--- config.mk ---
export PLATFORM = sky130hd
export DESIGN_NAME = pi_controller_anti_windup
export DESIGN_NICKNAME = d
export VERILOG_FILES = /design/src/hw/rtl/piaw_pkg.sv /design/src/hw/rtl/piaw_regs.sv /design/src/hw/rtl/piaw_ctrl.sv /design/src/hw/rtl/piaw_dp.sv /design/src/hw/rtl/pi_controller_anti_windup.sv
export SDC_FILE = /design/constraint.sdc
export NUM_CORES = 2
export LEC_CHECK = 0
export BUFFER_PORTS_ARGS = -buffer_cell sky130_fd_sc_hd__buf_2
export CAP_MARGIN = 10
export CORE_MARGIN = 2
export CORE_UTILIZATION = 50
export CTS_CLUSTER_DIAMETER = 150
export DETAILED_ROUTE_END_ITERATION = 12
export GPL_ROUTABILITY_DRIVEN = 0
export PLACE_DENSITY = 0.67
export SYNTH_ARGS = -nofsm -noshare
export SYNTH_HDL_FRONTEND = slang
export SYNTH_SLANG_ARGS = --single-unit
export TNS_END_PERCENT = 1
--- constraint.sdc ---
create_clock -name clk_i -period 24.4 [get_ports clk_i]
set_input_delay 3.66 -clock clk_i [delete_from_list [all_inputs] [get_ports clk_i]]
set_output_delay 3.66 -clock clk_i [all_outputs]
set_load 0.005 [all_outputs]
--- src/hw/rtl/piaw_pkg.sv ---
// ----------------------------------------------------------------------------
// PI controller with anti-windup: shared package
// Widths, register map, configuration and payload types, and the command
// bundle that the sequencer hands to the datapath.
// ----------------------------------------------------------------------------
package piaw_pkg;

  // Field widths.
  localparam int SAMPLE_W = 24;
  localparam int INTEG_W  = 40;
  localparam int GAIN_W   = 24;
  localparam int STEP_W   = 16;
  localparam int COUNT_W  = 32;

  // Gains and the sample period carry 16 fraction bits.
  localparam int FRAC_W = 16;
  // Width of the intermediate command and of every scaled product.
  localparam int WIDE_W = 48;

  localparam int ERR_W  = SAMPLE_W + 1;
  localparam int OPND_W = (INTEG_W > WIDE_W + 1) ? INTEG_W : WIDE_W + 1;
  localparam int CHUNK_W = 32;
  localparam int HI_W    = OPND_W - CHUNK_W;
  localparam int PROD_W  = CHUNK_W + GAIN_W;
  localparam int RND_W   = PROD_W + 1 - FRAC_W;
  // A high partial product below 2**PHI_OK_W cannot overflow the scaled result.
  localparam int PHI_OK_W = WIDE_W - 1 - FRAC_W;

  // Register map: 8-byte stride since the integrator start value is 40 bits.
  localparam int NUM_REGS   = 8;
  localparam int REG_IDX_W  = $clog2(NUM_REGS);
  localparam int REG_LSB    = 3;
  localparam int APB_ADDR_W = REG_IDX_W + REG_LSB;
  localparam int APB_DATA_W = 64;

  typedef enum logic [REG_IDX_W-1:0] {
    REG_PROP_GAIN     = REG_IDX_W'(0),
    REG_INTEG_GAIN    = REG_IDX_W'(1),
    REG_WINDUP_GAIN   = REG_IDX_W'(2),
    REG_DRIVE_MIN     = REG_IDX_W'(3),
    REG_DRIVE_MAX     = REG_IDX_W'(4),
    REG_STEP_TIME     = REG_IDX_W'(5),
    REG_WINDUP_ENABLE = REG_IDX_W'(6),
    REG_INTEG_START   = REG_IDX_W'(7)
  } reg_idx_e;

  // Which product the shared multiplier is working on.
  typedef enum logic [1:0] {
    OP_PROP  = 2'd0,
    OP_INTEG = 2'd1,
    OP_CORR  = 2'd2,
    OP_DELTA = 2'd3
  } op_e;

  typedef struct packed {
    logic [GAIN_W-1:0]   prop_gain;
    logic [GAIN_W-1:0]   integ_gain;
    logic [GAIN_W-1:0]   windup_gain;
    logic [SAMPLE_W-1:0] drive_min;
    logic [SAMPLE_W-1:0] drive_max;
    logic [STEP_W-1:0]   step_time;
    logic                windup_enable;
    logic [INTEG_W-1:0]  integ_start;
  } cfg_t;

  localparam cfg_t CFG_RST = '{
    prop_gain:     GAIN_W'(327680),
    integ_gain:    GAIN_W'(3277),
    windup_gain:   GAIN_W'(19661),
    drive_min:     SAMPLE_W'(0),
    drive_max:     SAMPLE_W'(184320),
    step_time:     STEP_W'(3277),
    windup_enable: 1'b1,
    integ_start:   INTEG_W'(0)
  };

  // Magnitude of the reset integrator value, saturated like the peak tracker.
  localparam logic [INTEG_W-1:0] START_ABS = CFG_RST.integ_start[INTEG_W-1] ?
      INTEG_W'(-CFG_RST.integ_start) : CFG_RST.integ_start;
  localparam logic [INTEG_W-2:0] PEAK_RST = START_ABS[INTEG_W-1] ?
      {(INTEG_W-1){1'b1}} : START_ABS[INTEG_W-2:0];

  typedef struct packed {
    logic signed [SAMPLE_W-1:0] target_level;
    logic signed [SAMPLE_W-1:0] measured_level;
    logic                       restart;
  } in_item_t;

  typedef struct packed {
    logic signed [SAMPLE_W-1:0] drive;
    logic                       saturated;
    logic signed [SAMPLE_W-1:0] lowest_drive;
    logic signed [SAMPLE_W-1:0] highest_drive;
    logic [COUNT_W-1:0]         saturated_ticks;
    logic [INTEG_W-2:0]         integ_peak;
  } out_item_t;

  // Sequencer to datapath commands.
  typedef struct packed {
    logic load;
    logic sel;
    logic mul_lo;
    logic mul_hi;
    logic mul_fin;
    logic sum;
    logic clamp;
    logic commit;
    op_e  op;
  } cmd_t;

endpackage

--- src/hw/rtl/piaw_regs.sv ---
// ----------------------------------------------------------------------------
// PI controller with anti-windup: configuration registers
// APB-style register file holding gains, limits, sample period and the
// integrator start value.
// ----------------------------------------------------------------------------
module piaw_regs (
  input  logic                                 clk_i,
  input  logic                                 rst_ni,
  input  logic                                 psel,
  input  logic                                 penable,
  input  logic                                 pwrite,
  input  logic [piaw_pkg::APB_ADDR_W-1:0]      paddr,
  input  logic [piaw_pkg::APB_DATA_W-1:0]      pwdata,
  output logic [piaw_pkg::APB_DATA_W-1:0]      prdata,
  output logic                                 pready,
  output piaw_pkg::cfg_t                       cfg_o
);

  localparam int DW = piaw_pkg::APB_DATA_W;

  piaw_pkg::cfg_t     cfg_q, cfg_d;
  piaw_pkg::reg_idx_e idx;
  logic               wr_en;

  assign pready = 1'b1;
  assign idx    = piaw_pkg::reg_idx_e'(paddr[piaw_pkg::APB_ADDR_W-1:piaw_pkg::REG_LSB]);
  assign wr_en  = psel & penable & pwrite;

  always_comb begin
    cfg_d = cfg_q;
    if (wr_en) begin
      case (idx)
        piaw_pkg::REG_PROP_GAIN:     cfg_d.prop_gain     = pwdata[piaw_pkg::GAIN_W-1:0];
        piaw_pkg::REG_INTEG_GAIN:    cfg_d.integ_gain    = pwdata[piaw_pkg::GAIN_W-1:0];
        piaw_pkg::REG_WINDUP_GAIN:   cfg_d.windup_gain   = pwdata[piaw_pkg::GAIN_W-1:0];
        piaw_pkg::REG_DRIVE_MIN:     cfg_d.drive_min     = pwdata[piaw_pkg::SAMPLE_W-1:0];
        piaw_pkg::REG_DRIVE_MAX:     cfg_d.drive_max     = pwdata[piaw_pkg::SAMPLE_W-1:0];
        piaw_pkg::REG_STEP_TIME:     cfg_d.step_time     = pwdata[piaw_pkg::STEP_W-1:0];
        piaw_pkg::REG_WINDUP_ENABLE: cfg_d.windup_enable = pwdata[0];
        piaw_pkg::REG_INTEG_START:   cfg_d.integ_start   = pwdata[piaw_pkg::INTEG_W-1:0];
        default:                     cfg_d = cfg_q;
      endcase
    end
  end

  always_comb begin
    case (idx)
      piaw_pkg::REG_PROP_GAIN:     prdata = DW'(cfg_q.prop_gain);
      piaw_pkg::REG_INTEG_GAIN:    prdata = DW'(cfg_q.integ_gain);
      piaw_pkg::REG_WINDUP_GAIN:   prdata = DW'(cfg_q.windup_gain);
      piaw_pkg::REG_DRIVE_MIN:     prdata = DW'(cfg_q.drive_min);
      piaw_pkg::REG_DRIVE_MAX:     prdata = DW'(cfg_q.drive_max);
      piaw_pkg::REG_STEP_TIME:     prdata = DW'(cfg_q.step_time);
      piaw_pkg::REG_WINDUP_ENABLE: prdata = DW'(cfg_q.windup_enable);
      piaw_pkg::REG_INTEG_START:   prdata = DW'(cfg_q.integ_start);
      default:                     prdata = '0;
    endcase
  end

  always_ff @(posedge clk_i or negedge rst_ni) begin
    if (!rst_ni) begin
      cfg_q <= piaw_pkg::CFG_RST;
    end else begin
      cfg_q <= cfg_d;
    end
  end

  assign cfg_o = cfg_q;

endmodule

--- src/hw/rtl/piaw_ctrl.sv ---
// ----------------------------------------------------------------------------
// PI controller with anti-windup: sequencer
// One-hot state machine that steps one tick through the shared multiplier
// and owns the output valid flag.
// ----------------------------------------------------------------------------
module piaw_ctrl (
  input  logic           clk_i,
  input  logic           rst_ni,
  input  logic           in_valid_i,
  input  logic           out_stall_i,
  input  logic           windup_en_i,
  output logic           in_stall_o,
  output logic           out_valid_o,
  output piaw_pkg::cmd_t cmd_o
);

  typedef enum logic [7:0] {
    S_IDLE    = 8'b0000_0001,
    S_SEL     = 8'b0000_0010,
    S_MUL_LO  = 8'b0000_0100,
    S_MUL_HI  = 8'b0000_1000,
    S_MUL_FIN = 8'b0001_0000,
    S_SUM     = 8'b0010_0000,
    S_CLAMP   = 8'b0100_0000,
    S_UPDATE  = 8'b1000_0000
  } state_e;

  state_e          state_q, state_d;
  piaw_pkg::op_e   op_q, op_d;
  logic            out_valid_q, out_valid_d;
  logic            accept;
  logic            out_free;
  logic            commit;

  assign accept   = in_valid_i & (state_q == S_IDLE);
  assign out_free = ~out_valid_q | ~out_stall_i;
  assign commit   = (state_q == S_UPDATE) & out_free;

  always_comb begin
    state_d = state_q;
    op_d    = op_q;
    case (state_q)
      S_IDLE: begin
        if (in_valid_i) begin
          state_d = S_SEL;
          op_d    = piaw_pkg::OP_PROP;
        end
      end
      S_SEL:    state_d = S_MUL_LO;
      S_MUL_LO: state_d = S_MUL_HI;
      S_MUL_HI: state_d = S_MUL_FIN;
      S_MUL_FIN: begin
        case (op_q)
          piaw_pkg::OP_PROP: begin
            op_d    = piaw_pkg::OP_INTEG;
            state_d = S_SEL;
          end
          piaw_pkg::OP_INTEG: state_d = S_SUM;
          piaw_pkg::OP_CORR: begin
            op_d    = piaw_pkg::OP_DELTA;
            state_d = S_SEL;
          end
          piaw_pkg::OP_DELTA: state_d = S_UPDATE;
          default:            state_d = S_IDLE;
        endcase
      end
      S_SUM:   state_d = S_CLAMP;
      S_CLAMP: begin
        // The correction product is skipped entirely when anti-windup is off.
        op_d    = windup_en_i ? piaw_pkg::OP_CORR : piaw_pkg::OP_DELTA;
        state_d = S_SEL;
      end
      S_UPDATE: begin
        if (out_free) begin
          state_d = S_IDLE;
        end
      end
      default: state_d = S_IDLE;
    endcase
  end

  assign out_valid_d = commit | (out_valid_q & out_stall_i);

  always_ff @(posedge clk_i or negedge rst_ni) begin
    if (!rst_ni) begin
      state_q     <= S_IDLE;
      op_q        <= piaw_pkg::OP_PROP;
      out_valid_q <= 1'b0;
    end else begin
      state_q     <= state_d;
      op_q        <= op_d;
      out_valid_q <= out_valid_d;
    end
  end

  assign in_stall_o  = (state_q != S_IDLE);
  assign out_valid_o = out_valid_q;

  assign cmd_o.load    = accept;
  assign cmd_o.sel     = (state_q == S_SEL);
  assign cmd_o.mul_lo  = (state_q == S_MUL_LO);
  assign cmd_o.mul_hi  = (state_q == S_MUL_HI);
  assign cmd_o.mul_fin = (state_q == S_MUL_FIN);
  assign cmd_o.sum     = (state_q == S_SUM);
  assign cmd_o.clamp   = (state_q == S_CLAMP);
  assign cmd_o.commit  = commit;
  assign cmd_o.op      = op_q;

endmodule

--- src/hw/rtl/piaw_dp.sv ---
// ----------------------------------------------------------------------------
// PI controller with anti-windup: datapath
// Error, shared 32x24 multiplier with rounding and saturation, clamp,
// integrator, running metrics and the output register.
// ----------------------------------------------------------------------------
module piaw_dp (
  input  logic                clk_i,
  input  logic                rst_ni,
  input  piaw_pkg::cfg_t      cfg_i,
  input  piaw_pkg::cmd_t      cmd_i,
  input  piaw_pkg::in_item_t  in_data_i,
  output piaw_pkg::out_item_t out_data_o
);

  localparam int SW  = piaw_pkg::SAMPLE_W;
  localparam int IW  = piaw_pkg::INTEG_W;
  localparam int GW  = piaw_pkg::GAIN_W;
  localparam int NW  = piaw_pkg::COUNT_W;
  localparam int EW  = piaw_pkg::ERR_W;
  localparam int WW  = piaw_pkg::WIDE_W;
  localparam int OW  = piaw_pkg::OPND_W;
  localparam int CW  = piaw_pkg::CHUNK_W;
  localparam int PW  = piaw_pkg::PROD_W;
  localparam int RW  = piaw_pkg::RND_W;
  localparam int FW  = piaw_pkg::FRAC_W;
  localparam int POK = piaw_pkg::PHI_OK_W;
  localparam int UW  = OW + 1;

  localparam logic signed [WW-1:0] WIDE_MAX   = {1'b0, {(WW-1){1'b1}}};
  localparam logic signed [WW-1:0] WIDE_MIN   = {1'b1, {(WW-1){1'b0}}};
  localparam logic signed [IW-1:0] INTEG_MAX  = {1'b0, {(IW-1){1'b1}}};
  localparam logic signed [IW-1:0] INTEG_MIN  = {1'b1, {(IW-1){1'b0}}};
  localparam logic [NW-1:0]        COUNT_MAX  = {NW{1'b1}};
  localparam logic [PW:0]          ROUND_HALF = (PW+1)'(1) << (FW - 1);

  function automatic logic [IW-2:0] mag_sat(input logic signed [IW-1:0] x);
    logic [IW-1:0] m;
    m = x[IW-1] ? IW'(-x) : IW'(x);
    return m[IW-1] ? {(IW-1){1'b1}} : m[IW-2:0];
  endfunction

  // Per-tick working registers.
  logic signed [EW-1:0] err_q;
  logic [OW-1:0]        mag_q;
  logic                 neg_q;
  logic [PW-1:0]        prod_q;
  logic [RW-1:0]        plo_rnd_q;
  logic signed [WW-1:0] prop_q;
  logic signed [WW-1:0] res_q;
  logic signed [WW-1:0] unsat_q;
  logic signed [SW-1:0] drive_q;
  logic                 sat_q;
  logic signed [WW:0]   diff_q;
  piaw_pkg::out_item_t  out_q;

  // Controller state kept across ticks.
  logic signed [IW-1:0] integ_q, integ_d;
  logic signed [SW-1:0] low_q, low_d;
  logic signed [SW-1:0] high_q, high_d;
  logic [NW-1:0]        cnt_q, cnt_d;
  logic [IW-2:0]        peak_q, peak_d;

  // Operand select and magnitude.
  logic signed [WW-1:0] corr_term;
  logic signed [OW-1:0] opnd;
  logic [OW-1:0]        opnd_mag;
  logic [GW-1:0]        gain;
  logic [CW-1:0]        mul_a;
  logic [PW-1:0]        prod_d;

  assign corr_term = cfg_i.windup_enable ? res_q : '0;

  always_comb begin
    case (cmd_i.op)
      piaw_pkg::OP_PROP:  opnd = OW'(err_q);
      piaw_pkg::OP_INTEG: opnd = OW'(integ_q);
      piaw_pkg::OP_CORR:  opnd = OW'(diff_q);
      piaw_pkg::OP_DELTA: opnd = OW'(err_q) + OW'(corr_term);
      default:            opnd = '0;
    endcase
  end

  assign opnd_mag = opnd[OW-1] ? OW'(-opnd) : OW'(opnd);

  always_comb begin
    case (cmd_i.op)
      piaw_pkg::OP_PROP:  gain = cfg_i.prop_gain;
      piaw_pkg::OP_INTEG: gain = cfg_i.integ_gain;
      piaw_pkg::OP_CORR:  gain = cfg_i.windup_gain;
      piaw_pkg::OP_DELTA: gain = GW'(cfg_i.step_time);
      default:            gain = '0;
    endcase
  end

  // Low 32 bits of the magnitude first, then the high part.
  assign mul_a  = cmd_i.mul_lo ? mag_q[CW-1:0] : CW'(mag_q[OW-1:CW]);
  assign prod_d = PW'(mul_a) * PW'(gain);

  // Recombine the halves, saturate the magnitude, restore the sign.
  logic                 phi_ovf;
  logic [WW:0]          r_sum;
  logic [WW-2:0]        r_mag;
  logic signed [WW-1:0] r_ext;
  logic signed [WW-1:0] r_val;

  assign phi_ovf = |prod_q[PW-1:POK];
  assign r_sum   = ((WW+1)'(prod_q[POK-1:0]) << FW) + (WW+1)'(plo_rnd_q);
  assign r_mag   = (phi_ovf || (r_sum > (WW+1)'(WIDE_MAX))) ? WIDE_MAX[WW-2:0]
                                                             : r_sum[WW-2:0];
  assign r_ext   = {1'b0, r_mag};
  assign r_val   = neg_q ? -r_ext : r_ext;

  // Unsaturated command.
  logic signed [WW:0]   sum_ext;
  logic signed [WW-1:0] sum_sat;

  assign sum_ext = (WW+1)'(prop_q) + (WW+1)'(res_q);
  assign sum_sat = (sum_ext > (WW+1)'(WIDE_MAX)) ? WIDE_MAX :
                   (sum_ext < (WW+1)'(WIDE_MIN)) ? WIDE_MIN : sum_ext[WW-1:0];

  // Clamp against the limits; the lower limit is tested first.
  logic signed [WW-1:0] lo_ext;
  logic signed [WW-1:0] hi_ext;
  logic                 below;
  logic                 above;
  logic signed [WW:0]   diff_lo;
  logic signed [WW:0]   diff_hi;

  assign lo_ext  = WW'($signed(cfg_i.drive_min));
  assign hi_ext  = WW'($signed(cfg_i.drive_max));
  assign below   = unsat_q < lo_ext;
  assign above   = unsat_q > hi_ext;
  assign diff_lo = (WW+1)'(lo_ext) - (WW+1)'(unsat_q);
  assign diff_hi = (WW+1)'(hi_ext) - (WW+1)'(unsat_q);

  // End-of-tick updates; res_q holds the integrator increment here.
  logic signed [UW-1:0] integ_sum;
  logic [IW-2:0]        peak_m;

  assign integ_sum = UW'(integ_q) + UW'(res_q);
  assign integ_d   = (integ_sum > UW'(INTEG_MAX)) ? INTEG_MAX :
                     (integ_sum < UW'(INTEG_MIN)) ? INTEG_MIN : integ_sum[IW-1:0];
  assign low_d     = (drive_q < low_q) ? drive_q : low_q;
  assign high_d    = (drive_q > high_q) ? drive_q : high_q;
  assign cnt_d     = (sat_q && (cnt_q != COUNT_MAX)) ? cnt_q + NW'(1) : cnt_q;
  assign peak_m    = mag_sat(integ_q);
  assign peak_d    = (peak_m > peak_q) ? peak_m : peak_q;

  always_ff @(posedge clk_i) begin
    if (cmd_i.load) begin
      err_q <= EW'($signed(in_data_i.target_level)) - EW'($signed(in_data_i.measured_level));
    end
    if (cmd_i.sel) begin
      mag_q <= opnd_mag;
      neg_q <= opnd[OW-1];
    end
    if (cmd_i.mul_lo || cmd_i.mul_hi) begin
      prod_q <= prod_d;
    end
    if (cmd_i.mul_hi) begin
      plo_rnd_q <= RW'(((PW+1)'(prod_q) + ROUND_HALF) >> FW);
    end
    if (cmd_i.mul_fin) begin
      if (cmd_i.op == piaw_pkg::OP_PROP) begin
        prop_q <= r_val;
      end else begin
        res_q <= r_val;
      end
    end
    if (cmd_i.sum) begin
      unsat_q <= sum_sat;
    end
    if (cmd_i.clamp) begin
      sat_q <= below | above;
      if (below) begin
        drive_q <= $signed(cfg_i.drive_min);
        diff_q  <= diff_lo;
      end else if (above) begin
        drive_q <= $signed(cfg_i.drive_max);
        diff_q  <= diff_hi;
      end else begin
        drive_q <= unsat_q[SW-1:0];
        diff_q  <= '0;
      end
    end
    if (cmd_i.commit) begin
      out_q.drive           <= drive_q;
      out_q.saturated       <= sat_q;
      out_q.lowest_drive    <= low_d;
      out_q.highest_drive   <= high_d;
      out_q.saturated_ticks <= cnt_d;
      out_q.integ_peak      <= peak_d;
    end
  end

  always_ff @(posedge clk_i or negedge rst_ni) begin
    if (!rst_ni) begin
      integ_q <= piaw_pkg::CFG_RST.integ_start;
      low_q   <= piaw_pkg::CFG_RST.drive_max;
      high_q  <= piaw_pkg::CFG_RST.drive_min;
      cnt_q   <= '0;
      peak_q  <= piaw_pkg::PEAK_RST;
    end else if (cmd_i.load && in_data_i.restart) begin
      integ_q <= $signed(cfg_i.integ_start);
      low_q   <= $signed(cfg_i.drive_max);
      high_q  <= $signed(cfg_i.drive_min);
      cnt_q   <= '0;
      peak_q  <= mag_sat($signed(cfg_i.integ_start));
    end else if (cmd_i.commit) begin
      integ_q <= integ_d;
      low_q   <= low_d;
      high_q  <= high_d;
      cnt_q   <= cnt_d;
      peak_q  <= peak_d;
    end
  end

  assign out_data_o = out_q;

endmodule

--- src/hw/rtl/pi_controller_anti_windup.sv ---
// ----------------------------------------------------------------------------
// PI controller with back-calculation anti-windup
// Top level: configuration registers, tick sequencer and datapath.
// ----------------------------------------------------------------------------
// Each input transfer is one control tick carrying a reference, a measured
// level (both signed Q11.12) and a restart flag; each tick produces exactly
// one result transfer with the clamped drive, a saturation flag and the
// running metrics (lowest and highest drive, saturated tick count and peak
// integrator magnitude since the last restart). The block works on one tick
// at a time and does not accept the next input transfer until the current
// tick is through its update state. All products share the single 32x24
// multiplier: the proportional term, the integral term, the back-calculation
// correction and the integrator increment each pass through it in four steps
// (operand select, low half, high half, rounding); a sum and a clamp step
// follow the integral term and a commit step ends the tick. With anti-windup
// disabled the correction is skipped. A finished result waits in the output
// register while the next tick is already accepted and computed, so a
// stalled receiver only holds the block once a second result is ready.
// Configuration registers sit on an APB-style port at an 8-byte stride and
// should only be written while no tick is in flight.
// ----------------------------------------------------------------------------
module pi_controller_anti_windup (
  input  logic                            clk_i,
  input  logic                            rst_ni,

  // Tick input channel.
  input  logic                            in_valid_i,
  output logic                            in_stall_o,
  input  piaw_pkg::in_item_t              in_data_i,

  // Result channel.
  output logic                            out_valid_o,
  input  logic                            out_stall_i,
  output piaw_pkg::out_item_t             out_data_o,

  // Configuration port.
  input  logic                            psel,
  input  logic                            penable,
  input  logic                            pwrite,
  input  logic [piaw_pkg::APB_ADDR_W-1:0] paddr,
  input  logic [piaw_pkg::APB_DATA_W-1:0] pwdata,
  output logic [piaw_pkg::APB_DATA_W-1:0] prdata,
  output logic                            pready
);

  piaw_pkg::cfg_t cfg;
  piaw_pkg::cmd_t cmd;

  // Register file. The datapath reads the limits, gains and start value
  // directly, so a write takes effect on the next tick.
  piaw_regs u_regs (
    .clk_i   (clk_i),
    .rst_ni  (rst_ni),
    .psel    (psel),
    .penable (penable),
    .pwrite  (pwrite),
    .paddr   (paddr),
    .pwdata  (pwdata),
    .prdata  (prdata),
    .pready  (pready),
    .cfg_o   (cfg)
  );

  // Sequencer. It accepts a tick only when idle, walks the products (four
  // with anti-windup on, three with it off) through the multiplier and holds
  // the commit until the output register is free.
  piaw_ctrl u_ctrl (
    .clk_i       (clk_i),
    .rst_ni      (rst_ni),
    .in_valid_i  (in_valid_i),
    .out_stall_i (out_stall_i),
    .windup_en_i (cfg.windup_enable),
    .in_stall_o  (in_stall_o),
    .out_valid_o (out_valid_o),
    .cmd_o       (cmd)
  );

  // Datapath. Products are rounded half away from zero and saturated to
  // 48 bits; the integrator saturates at 40 bits. Metrics are sampled with
  // the integrator value from before this tick's update.
  piaw_dp u_dp (
    .clk_i      (clk_i),
    .rst_ni     (rst_ni),
    .cfg_i      (cfg),
    .cmd_i      (cmd),
    .in_data_i  (in_data_i),
    .out_data_o (out_data_o)
  );

endmodule

==> flow_summary.rst <==
.. list-table::
   :header-rows: 1

   * - Metric
     - Value
   * - Status
     - finished, violations left
   * - Violated checks
     - max-capacitance violations, max-slew violations
   * - Crit Path Max Fanout
     - 66
   * - Vias after detailed routing
     - 68890
   * - Power Internal
     - 6.993 mW
   * - DRC errors left
     - 0
   * - Post-CTS Repair Setup Buffers
     - 0
   * - Sequential-to-total area share from yosys stat
     - 0.2984
   * - Root Buffer Master
     - clkbuf_16
   * - Clock input transition at the sequential cells of the worst setup and hold paths
     - 0.06 ns
   * - Multi-input gate area
     - 52910 um2
   * - Layer carrying the most global-route usage
     - met2
   * - PwrDens
     - 162.2 nW/um2
   * - First-pass GRT wire length
     - 407600 um
   * - Power after layout
     - 14.62 mW
   * - Mean cell area of the mapped netlist
     - 9.365 um2
   * - Total net switching power
     - 7.631 mW
   * - Synth top area share
     - 0.1933
   * - Accumulated negative setup slack
     - 0 ns
   * - Worst hold-check path type
     - reg -> reg
   * - Layout cell share with drive strength beyond 1
     - 0.1090
   * - Hold-fix buffer count after cts
     - 0
   * - Min-Delay Path Depth
     - 2
   * - Tot GR Track Use
     - 0.3184
   * - Setup-failing EPs final
     - 0
   * - Worst Reg2Reg Path Length in Cells
     - 31
   * - Die width
     - 411.4 um
   * - Number of rows created at floorplan
     - 149
   * - Req. time, crit path
     - 24.87 ns
   * - Post-synth top area cell
     - edfxtp_1
   * - Startpoint-to-endpoint class of the critical path
     - reg -> reg
   * - Placeable core region
     - 164800 um2
   * - Total wirelength of the detailed-routed design
     - 273100 um
   * - Signed area change from the synthesized netlist to the final layout
     - 8.662%
   * - Post-Route Skew
     - 0.09269 ns
   * - Number of instances in the synthesized netlist
     - 8860
   * - Starting Density
     - 0.5035
   * - Cts repair resizes
     - 0
   * - Peak per-stage delay on the critical path
     - 0.77 ns
   * - Fraction of synthesis flops using an asynchronous set or reset pin
     - 0.3939
   * - Max-Cap Viols
     - 2
   * - Clock period minus worst slack
     - 11.16 ns
   * - Flops & latches, synth
     - 881
   * - Area taken by flip-flops and latches
     - 24770 um2
   * - Average wire per standard cell
     - 24.22 um
   * - Total count of max-transition violations in the final report
     - 3
   * - Measured slew at the worst slew-check pin
     - 1.575 ns
   * - Drt first-iter violations
     - 7138
   * - Setup repair after global routing missed its margin
     - false
   * - Post-layout nets
     - 10360
   * - Share of total power consumed by net switching
     - 0.5218
   * - Share of total power in combinational logic
     - 0.718
   * - Floorplan die area
     - 169200 um2
   * - Vias per Instance
     - 6.110
   * - Critical Path Sink Type
     - register
   * - CP Launch Point
     - u_ctrl.state_q[4]
   * - Tcrit/Tclk final
     - 0.4572
   * - Clock buffer count from CTS
     - 96
   * - Part of the total power dissipated in the clock network
     - 0.104
   * - Detailed-routing iteration count for the pre-antenna-repair pass
     - 9
   * - Met3 demand-to-capacity share in global routing
     - 0.05908
   * - Remaining antenna violation count after routing
     - 0
   * - Number of library cell types mapped by synthesis
     - 98
   * - Critical Path Slowest Stage Cell
     - o21ai_0
   * - Area of placed instances
     - 86830 um2
   * - GRT met1 Usage
     - 0.4278
   * - Post-synth design cell area
     - 82970 um2
   * - Leakage power figure
     - 40.81 nW
   * - Data arrival time of the critical path
     - 11.62 ns
   * - H-tree levels
     - 3
   * - Port Buffer Count
     - 284
   * - Cell area after layout
     - 90160 um2
   * - Met2 Usage GRT
     - 0.4741
   * - Reg2Reg Setup Slack
     - 13.24 ns
   * - Highest Clock Rate
     - 0.08964 GHz
   * - Count of yosys warnings during synthesis
     - 0
   * - Most common cell after layout, fill and taps aside
     - inv_1
   * - Maximum VDD drop
     - 400.1 uV
   * - Worst hold slack
     - 0.5040 ns
   * - Slew headroom
     - -0.06334
   * - Vert. Die Dim
     - 411.4 um
   * - Pin count of the biggest net entering global routing
     - 83
   * - Clock Sink Count
     - 881
   * - Hpwl dp
     - 214200 um
   * - Number of antenna violations at the first check in global routing
     - 8
   * - Worst-case clock buffer depth
     - 3
   * - Via count of the first global-routing pass
     - 65820
   * - GRT overflow
     - 0
   * - Library cell appearing most often on the critical path
     - fa_1
   * - Final worst-path setup slack
     - 13.24 ns
   * - I/O Pins
     - 337
   * - Startpoint of the worst-slack reg-to-reg timing path
     - u_ctrl.state_q[4]
   * - Launching element type of the critical path
     - register
   * - Hold Fails Final Rpt
     - 0
   * - Worst setup timing slack at the placement stage
     - 13.50 ns
   * - Primary flip-flop cell chosen by synthesis mapping
     - edfxtp_1
   * - Post-synth EDFFs
     - 534
   * - Source-to-sink clock delay at the later pin of the worst-skew pair
     - 0.77 ns
   * - TritonCTS clock tree
     - yes
   * - Startpoint of the worst hold path
     - u_dp.peak_q[30]
   * - Cell types with the largest area share after synthesis
     - edfxtp_1, fa_1, dfrtp_1
   * - Top library cells by usage in the layout, fill and taps aside
     - inv_1, nand2_1, nor2_1
   * - Filler Cell Count
     - 14620
   * - Sequential power share
     - 0.178
## worst paths after layout
kind | endpoint
max | u_dp.prod_q[54]
min | u_dp.peak_q[30]
max reg2reg | u_dp.prod_q[54]
min reg2reg | u_dp.peak_q[30]
max in group asynchronous | u_regs.cfg_o[144]
min in group asynchronous | u_dp.low_q[19]
## per-stage QoR
stage | utilization | std cells
after floorplan | - | 8883
after global placement | 0.5269 | 11090
after detailed placement | 0.5269 | 11090
after CTS | 0.5469 | 11270
after global routing | 0.5471 | 11270
final | 0.5471 | 11270
## area by class of cell
class / instances / area share
Clock inverter: 66 / 0.008951
Inverter: 1053 / 0.04391
Sequential cell: 881 / 0.2747
Antenna cell: 2 / 0.00005551
Timing Repair Buffer: 423 / 0.02756
Clock buffer: 112 / 0.02764
Multi-Input combinational cell: 6548 / 0.5868
Tap cell: 2189 / 0.03038
## registers in the layout (all words and copies together) (netlist names)
name and flops:
u_ctrl.op_q 2, u_ctrl.out_valid_o 1, u_ctrl.state_q 8, u_dp.cnt_q 32, u_dp.diff_q 49, u_dp.drive_q 24, u_dp.err_q 25, u_dp.high_q 24
u_dp.integ_q 40, u_dp.low_q 24, u_dp.mag_q 49, u_dp.neg_q 1, u_dp.out_data_o 144, u_dp.peak_q 39, u_dp.plo_rnd_q 41, u_dp.prod_q 56
u_dp.prop_q 48, u_dp.res_q 48, u_dp.sat_q 1, u_dp.unsat_q 48, u_regs.cfg_o 177
## power groups by stage
stage / registers [mW] / logic (mW) / clock network (mW)
after floorplan: 2.40 / 7.02 / 0
after global placement: 2.59 / 10.0 / 0
after detailed placement: 2.60 / 10.1 / 0
after CTS: 2.57 / 10.3 / 1.54
after global routing: 2.60 / 11.4 / 1.60
final: 2.60 / 10.5 / 1.52
## routing by layer
layer / up-vias / part of all wire / wire (um)
li1: 30720 / - / -
met1: 33800 / 0.39 / 107000
met2: 3648 / 0.43 / 117400
met3: 711 / 0.10 / 27640
met4: 4 / 0.077 / 21100
met5: - / 0.00011 / 30
## cell families after synthesis
family	synth area share
AOI/OAI and AO/OA	0.1462
xor gates and xnor gates	0.04982
adders and majority gates	0.2462
buffers and inverters	0.06706
DFF	0.2984
muxes	0.05130
other	0.00009051
and+or+nand+nor	0.1409
## synthesized netlist by cell type (17+ instances only)
library cell / instances
ha_1: 563
dfrtp_1: 313
nand2_1: 904
nor3_1: 106
a221o_1: 58
a21o_1: 231
a21oi_1: 450
a21boi_0: 20
and3_1: 73
or4_1: 23
xnor2_1: 263
o31ai_1: 58
inv_1: 1050
nor2b_1: 51
mux2i_1: 99
o41ai_1: 22
nor2_1: 781
edfxtp_1: 534
o21ai_1: 17
o22ai_1: 52
o311ai_0: 18
o21a_1: 74
and2_1: 119
buf_4: 27
o21bai_1: 65
nand4_1: 97
nand2b_1: 59
clkbuf_1: 346
o211ai_1: 40
a211oi_1: 39
nand3_1: 189
mux2_2: 258
o21ai_0: 471
a221oi_1: 27
xor2_1: 209
a222oi_1: 24
fa_1: 665
a31oi_1: 45
or3_1: 37
nor4_1: 39
buf_1: 24
dfstp_2: 34
or2_2: 28
## worst max-delay path, delay by kind of cell (launching register included)
kind / cells / cell delay, ns
AOI/OAI and AO/OA: 10 / 3.23
xor gates and xnor gates: 1 / 0.10
buffers and inverters: 6 / 1.24
DFF: 1 / 0.45
adders and majority gates: 8 / 4.17
and+or+nand+nor: 5 / 1.13
muxes: 1 / 0.54
(Power assumes the default switching activity.)
